### src/hw/rtl/assert_macros.svh
// Assertion helpers used by the RTL top level.
`ifndef ASSERT_MACROS_SVH
`define ASSERT_MACROS_SVH
`ifndef ASSERT_OFF
`define TBGA_ASSERT(lbl, clk, rstn, prop, msg) \
    lbl: assert property (@(posedge clk) disable iff (!(rstn)) prop) else $error(msg);
`define TBGA_ASSERT_NR(lbl, clk, prop, msg) \
    lbl: assert property (@(posedge clk) prop) else $error(msg);
`else
`define TBGA_ASSERT(lbl, clk, rstn, prop, msg)
`define TBGA_ASSERT_NR(lbl, clk, prop, msg)
`endif
`endif

### src/hw/rtl/tbga_pkg.sv
`default_nettype none
package tbga_pkg;
    localparam int POS_W    = 32;
    localparam int MAG_W    = 32;              // |p_j - p_i| < 2^32
    localparam int GM_W     = 64;              // G * m
    localparam int SUM_W    = 66;              // dx^2 + dy^2, padded to even
    localparam int ROOT_W   = SUM_W / 2;
    localparam int CUBE_W   = 3 * ROOT_W;
    localparam int PROD_W   = GM_W + MAG_W;    // G * m * |d|
    localparam int ADDR_W   = 4;
    localparam int NUM_QUO  = 4;
    localparam int NUM_ACC  = 6;
    localparam int NUM_TERMS = 2;
    localparam int NUM_PAIRS = 3;

    // quotient slots of one pair lane
    localparam int QX_A = 0;
    localparam int QY_A = 1;
    localparam int QX_B = 2;
    localparam int QY_B = 3;

    localparam logic [1:0] REG_MASS_ONE   = 2'd0;
    localparam logic [1:0] REG_MASS_TWO   = 2'd1;
    localparam logic [1:0] REG_MASS_THREE = 2'd2;
    localparam logic [1:0] REG_GRAV       = 2'd3;

    localparam logic [31:0] RESET_ONE = 32'h0001_0000;
    localparam logic [POS_W-1:0] ACC_MAX = 32'h7FFF_FFFF;
    localparam logic [POS_W-1:0] ACC_MIN = 32'h8000_0000;

    typedef struct packed {
        logic signed [POS_W-1:0] pos_x_one;
        logic signed [POS_W-1:0] pos_y_one;
        logic signed [POS_W-1:0] pos_x_two;
        logic signed [POS_W-1:0] pos_y_two;
        logic signed [POS_W-1:0] pos_x_three;
        logic signed [POS_W-1:0] pos_y_three;
    } t_req;

    typedef struct packed {
        logic signed [POS_W-1:0] acc_x_one;
        logic signed [POS_W-1:0] acc_y_one;
        logic signed [POS_W-1:0] acc_x_two;
        logic signed [POS_W-1:0] acc_y_two;
        logic signed [POS_W-1:0] acc_x_three;
        logic signed [POS_W-1:0] acc_y_three;
        logic                    collision_flag;
        logic                    saturated_flag;
    } t_res;

    typedef struct packed {
        logic neg_x;
        logic neg_y;
        logic zero;
    } t_pair_flags;
endpackage
`default_nettype wire

### src/hw/rtl/tbga_merge.sv
`default_nettype none
module tbga_merge import tbga_pkg::*; #(
    parameter int MAG_BITS = 112
) (
    input  wire logic                i_clk,
    input  wire logic                i_rst_n,
    input  wire logic                i_valid,
    input  wire logic [MAG_BITS-1:0] i_mag  [NUM_ACC][NUM_TERMS],
    input  wire logic                i_neg  [NUM_ACC][NUM_TERMS],
    input  wire logic                i_zero [NUM_PAIRS],
    output logic                     o_valid,
    output t_res                     o_res
);
    localparam int SW = MAG_BITS + 2;

    logic [SW-1:0]      ext   [NUM_ACC][NUM_TERMS];
    logic [SW-1:0]      term  [NUM_ACC][NUM_TERMS];
    logic [SW-1:0]      n_sum [NUM_ACC];
    logic [SW-1:0]      r_sum [NUM_ACC];
    logic               n_coll, r_coll, r_vld;
    logic [SW-POS_W:0]  top   [NUM_ACC];
    logic               clip  [NUM_ACC];
    logic [POS_W-1:0]   acc   [NUM_ACC];
    logic               any_clip;
    t_res               n_res, r_res;
    logic               r_out_vld;

    always_comb begin
        n_coll = 1'b0;
        for (int p = 0; p < NUM_PAIRS; p++) begin
            n_coll = n_coll | i_zero[p];
        end
        for (int a = 0; a < NUM_ACC; a++) begin
            for (int t = 0; t < NUM_TERMS; t++) begin
                ext[a][t]  = SW'(i_mag[a][t]);
                term[a][t] = i_neg[a][t] ? (SW'(0) - ext[a][t]) : ext[a][t];
            end
            n_sum[a] = term[a][0] + term[a][1];
        end

        // clip where the sign bit of a 32-bit word and the bits above it disagree
        any_clip = 1'b0;
        for (int a = 0; a < NUM_ACC; a++) begin
            top[a]  = r_sum[a][SW-1:POS_W-1];
            clip[a] = !((top[a] == '0) || (top[a] == '1));
            acc[a]  = clip[a] ? (r_sum[a][SW-1] ? ACC_MIN : ACC_MAX) : r_sum[a][POS_W-1:0];
            any_clip = any_clip | clip[a];
        end
        n_res.acc_x_one      = acc[0];
        n_res.acc_y_one      = acc[1];
        n_res.acc_x_two      = acc[2];
        n_res.acc_y_two      = acc[3];
        n_res.acc_x_three    = acc[4];
        n_res.acc_y_three    = acc[5];
        n_res.collision_flag = r_coll;
        n_res.saturated_flag = any_clip;
    end

    always_ff @(posedge i_clk) begin
        r_sum  <= n_sum;
        r_coll <= n_coll;
        r_res  <= n_res;
        if (!i_rst_n) begin
            r_vld     <= 1'b0;
            r_out_vld <= 1'b0;
        end else begin
            r_vld     <= i_valid;
            r_out_vld <= r_vld;
        end
    end

    assign o_valid = r_out_vld;
    assign o_res   = r_res;
endmodule
`default_nettype wire

### config.mk
export PLATFORM = sky130hd
export DESIGN_NAME = tbga_merge
export DESIGN_NICKNAME = d
export VERILOG_FILES = /design/src/hw/rtl/assert_macros.svh /design/src/hw/rtl/tbga_pkg.sv /design/src/hw/rtl/tbga_merge.sv
export SDC_FILE = /design/constraint.sdc
export NUM_CORES = 2
export LEC_CHECK = 0
export CORE_AREA = 2 2 614 616
export CTS_BUF_LIST = sky130_fd_sc_hd__clkbuf_16
export DETAILED_ROUTE_END_ITERATION = 7
export DIE_AREA = 0 0 616 618
export DONT_BUFFER_PORTS = 1
export PLACE_DENSITY_LB_ADDON = 0.2
export SLEW_MARGIN = 20
export SYNTH_ARGS = -nofsm -noshare
export SYNTH_HDL_FRONTEND = slang
export SYNTH_SLANG_ARGS = --single-unit
### constraint.sdc
create_clock -name i_clk -period 15.7 [get_ports i_clk]
set_clock_uncertainty 0.05 [all_clocks]
set_input_delay 2.355 -clock i_clk [delete_from_list [all_inputs] [get_ports i_clk]]
set_output_delay 2.355 -clock i_clk [all_outputs]
set_load 0.03 [all_outputs]
== Word level (Yosys, flattened, before mapping) ==
Index checks and enable logic that the tools add are counted.
W data, S select, Z words.
Operators by class
  add/sub/neg operators: 18
  equal/unequal tests: 6
  mux-type cells: 24
  bitwise logic cells: 7
  reduce and logical (&&, ||, !) cells: 18
Operator list (count)
  $mux W114: 12
  $sub A1 B112 Y113 const A: 12
  $add A114 B114 Y114: 6
  $eq A83 B83 Y1 const B: 6
  $logic_not A83 Y1: 6
  $mux W32: 12
  $or A1 B1 Y1: 7
  $logic_not A1 Y1: 6
  $logic_or A1 B1 Y1: 6
Word-level totals
  bits in registers: 881
  input bits: 1362
  output and inout bits: 195
  logic and storage cells: 90

== Depth between registers and ports, before layout ==
  depth after elaboration: 8
  gate-level depth with buffers: 27
  mapped depth without buffers: 26

== Worst setup path before layout ==
No wires, ideal clock.
  path type: input to register
  start point: input i_mag[680] (netlist bit)
  end point: register r_sum[450] (netlist bit)
  arrival: 8.717 ns
  required time: 15.536 ns
  path slack: 6.818 ns
  stages on the path: 25
  path buffers: 2
  cell sequence: or4_1 nor4_2 nand3_1 or3_1 or4_1 or3_1 or3_1 clkbuf_1 or3_1 o21ai_2 nand2_1 xor2_1 ha_1 clkbuf_1 a21oi_1 o21ai_0 or3_1 o22ai_1 o31ai_1 a31oi_1 o41ai_1 a21oi_1 a21o_1 mux2_2 a2111oi_0
RTL lines
  start, declared: line tbga_merge.sv:8  | input wire logic [MAG_BITS-1:0] i_mag [NUM_ACC][NUM_TERMS],
  end signal, assigned: line tbga_merge.sv:60  | r_sum <= n_sum;
  end, declared: line tbga_merge.sv:19  | logic [SW-1:0] r_sum [NUM_ACC];

==> metrics <==
Worst Setup Slack post-DPL 5270 ps; total area of multi-input combinational cells 0.0724 mm²; HPWL Detailed 421000 µm; period utilisation layout 59.5%; area used by sequential logic in the layout 0.0176 mm²; Cell variety after synth 90; startpoint of the worst hold path r_coll; IO Pins 1557; setup repair after global routing missed its margin false; leading post-synthesis cells by cell area sky130_fd_sc_hd__dfxtp_1, sky130_fd_sc_hd__xnor2_1, sky130_fd_sc_hd__ha_1, sky130_fd_sc_hd__a21oi_1, sky130_fd_sc_hd__o21ai_0; fraction of the mapped netlist area in adder cells 9.42%; peak per-stage delay on the critical path approximately 690 ps; area growth from synthesis to layout 9.81%; Synth area leader sky130_fd_sc_hd__dfxtp_1; EDFF count, synth 0; insertion delay of the later-clocked pin in the worst-skew pair 880 ps; most common cell after layout, fill and taps aside sky130_fd_sc_hd__xnor2_1; # placed instances 17000; buffer type at the clock tree root sky130_fd_sc_hd__clkbuf_16; setup bufs post-CTS 0; filler cell count 41500; Vert. Die Dim 618 µm; number of maximum-capacitance constraint violations 0; buffers plus inverters on the worst setup path 0; Post-Synthesis Net Count 14500; total cell area at the placement stage between 0.09 and 0.1 mm²; depth of the CTS H-tree 3; share of the synthesized area in the top cell type about a fifth; power per standard cell area 115 mW/mm²; clock transition at the registers of the reported paths 60 ps; Starting Density roughly 25%; hold slack final 275 ps; number of clock sinks seen by CTS 881; drt pass-1 iters 6; post-cts repair resize count 0; max-slew headroom at the worst pin 17.4%; maximum number of pins on one net before global-route repair 114; Synth warnings 0; Worst Setup SP i_mag[680]; cell repeated most along the worst path sky130_fd_sc_hd__or3_1; critical path startpoint category input pin; gate count after technology mapping between 10000 and 15000; proportion of register bits with asynchronous set or reset after synthesis 0%; post-route non-filler standard cell count about 17000; number of cell rows 225; kind of capture point of the worst setup path flip-flop; most frequent cells in the layout sky130_fd_sc_hd__xnor2_1, sky130_fd_sc_hd__nand2_1, sky130_fd_sc_hd__a21oi_1; post-synthesis share of cell area spent on xor and xnor gates 18.6%; total power of the final layout 11.7 mW; critical setup path kind in -> reg; wire length of the first global-routing pass 685000 µm; Final Hold Vio Count 0; Fmax achieved roughly 0.11 GHz; global routing usage summed across all routing layers 24.2%; number of antenna violations at the first check in global routing 54; final setup TNS 0 ps; full die area 0.381 mm²; critical path cell sequence or4_1, nor4_2, nand3_1, or3_1, or4_1, or3_1, or3_1, or3_1, o21ai_2, nand2_1, xor2_1, ha_1, a21oi_1, o21ai_0, or3_1, o22ai_1, o31ai_1, a31oi_1, o41ai_1, a21oi_1, a21o_1, mux2_2, a2111oi_0; routed wire length per instance 28.2 µm; main flop type after synthesis sky130_fd_sc_hd__dfxtp_1; shortest clock period the worst path allows after layout 9350 ps; worst path required time roughly 16000 ps; count of endpoints failing setup in the final report 0; via count of the first global-routing pass about 93000; aggregate global routing overflow 0; routed vias approximately 95000; synthesized-area fraction occupied by ao, oa, aoi and oai cells 26.7%; slew at the pin closest to its max-slew limit 1220 ps; Max Transition Viols Final 0; mux share of post-synthesis cell area 0.0229%; final standard cell utilization of the core 27.3%; cell area after synthesis just over 0.09 mm²; maximum clock insertion buffer count 4; Total Routed Length between 400000 and 500000 µm; count of unresolved DRC violations after routing 0; largest driver fanout on the critical path 8; count of nets left with antenna violations after detail routing 0; fin area roughly 0.10 mm²; total leakage power 36.5 nW; number of register bits inferred by synthesis 881; Top delay family on crit path simple AND/OR/NAND/NOR gates; core region area 0.374 mm²; largest family of logic cells by synthesized area compound AO/OA/AOI/OAI gates; iteration-0 DRC count of the detailed router 7673; number of buffers added to fix hold violations after cts 0; number of buffers inserted during clock tree synthesis 119; Port-buffer cells 0; launch point of the worst reg-to-reg path r_sum[683]; area share of and/or/nand/nor cells after synthesis between 20% and 30%; final setup slack of the worst path 6350 ps; CTS tree yes; GPL Wtd Cong around 1.0; sequential fraction of the synthesis area 19.0%; die outline width 616 µm; syn avg cell area roughly 7.5 µm²; per-cell via count in the routed design 5.52; status completed; share of final-layout standard cells stronger than drive strength 1 3.59%; worst-case vdd ir drop between 0.08 and 0.09 mV; Critical-path top delay cell sky130_fd_sc_hd__or4_1; data arrival at the endpoint of the critical path 10010 ps; class of the tightest hold or removal check reg -> reg; Final Net Count approximately 14000
-- layout make-up --
cell class | instances | share of cell area [%]
multi-input combinational | 10700 | 70.9
sequential | 881 | 17.3
tap | 4994 | 6.12
clock buffer | 119 | 2.92
inverter | 302 | 1.11
clock inverter | 96 | 1.05
timing repair buffer | 50 | 0.368
antenna | 92 | 0.226
-- state kept, by name (all words and copies together) (netlist names) --
name,cells
r_coll,1
o_res,194
r_sum,684
r_vld,1
o_valid,1
-- power breakdown --
part / switching [mW] / internal (mW) / total, mW / leakage [nW]
logic: 2.98 / 1.90 / 4.88 / 27.1
registers: 0.804 / 3.16 / 3.97 / 7.43
clock network: 1.21 / 1.66 / 2.87 / 1.98
total: 4.99 / 6.72 / 11.7 / 36.5
-- worst register-to-register path, cell delays in order, from the launching register on --
cell and delay, ps:
sky130_fd_sc_hd__dfxtp_1 620, sky130_fd_sc_hd__nand4_1 130, sky130_fd_sc_hd__or4_1 540, sky130_fd_sc_hd__nor4_1 500, sky130_fd_sc_hd__nand4_1 230, sky130_fd_sc_hd__o31ai_4 110, sky130_fd_sc_hd__buf_4 480, sky130_fd_sc_hd__and4_1 470
sky130_fd_sc_hd__nand3_1 250
-- Yosys cell counts (64+ instances only) --
cell type,number
sky130_fd_sc_hd__o21bai_1,200
sky130_fd_sc_hd__or4_1,224
sky130_fd_sc_hd__ha_1,690
sky130_fd_sc_hd__or3_1,285
sky130_fd_sc_hd__dfxtp_1,881
sky130_fd_sc_hd__inv_1,302
sky130_fd_sc_hd__nand2_1,1225
sky130_fd_sc_hd__nor4_1,270
sky130_fd_sc_hd__xnor2_1,1632
sky130_fd_sc_hd__clkbuf_1,480
sky130_fd_sc_hd__o41ai_1,216
sky130_fd_sc_hd__o21ai_0,935
sky130_fd_sc_hd__o31ai_1,425
sky130_fd_sc_hd__a21oi_1,973
sky130_fd_sc_hd__nor2_1,671
sky130_fd_sc_hd__nor2b_1,67
sky130_fd_sc_hd__nor3_1,283
sky130_fd_sc_hd__nand4_1,449
sky130_fd_sc_hd__xor2_1,337
sky130_fd_sc_hd__or2_2,109
sky130_fd_sc_hd__a31oi_1,95
sky130_fd_sc_hd__nand3_1,243
sky130_fd_sc_hd__nand2b_1,146
sky130_fd_sc_hd__a21o_1,573
sky130_fd_sc_hd__and3_1,64
sky130_fd_sc_hd__o21a_1,77
-- path summary, 6_finish.rpt --
path | cells past startpoint | slack, ps | endpoint
worst max register to register | 8 | 12140 | o_res[0]
worst min register to register | 0 | 280 | o_res[1]
worst min-delay path | 0 | 280 | o_res[1]
worst max-delay path | 23 | 6350 | r_sum[450]
-- cells by family (layout without fill, tap and decap cells) --
group                    after synthesis  in the layout
AND/OR/NAND/NOR                     4188           4188
multiplexers                           2              2
XOR/XNOR                            1969           1969
adder cells (fa/ha/maj)              696            696
flip-flops                           881            881
buffers and inverters                818            567
AO/OA/AOI/OAI                       3868           3868
other                                  0             92
-- routing by layer --
layer,part of all wire [%],routed length [µm],vias to the layer above,GRT usage [%]
met5,0.033,162,-,0
met4,6.7,32500,16,13.1
met3,6.7,32500,767,5.37
met2,48,232000,3238,42.2
met1,39,189000,45900,27.4
li1,-,-,45400,-
(Power assumes the default switching activity.)
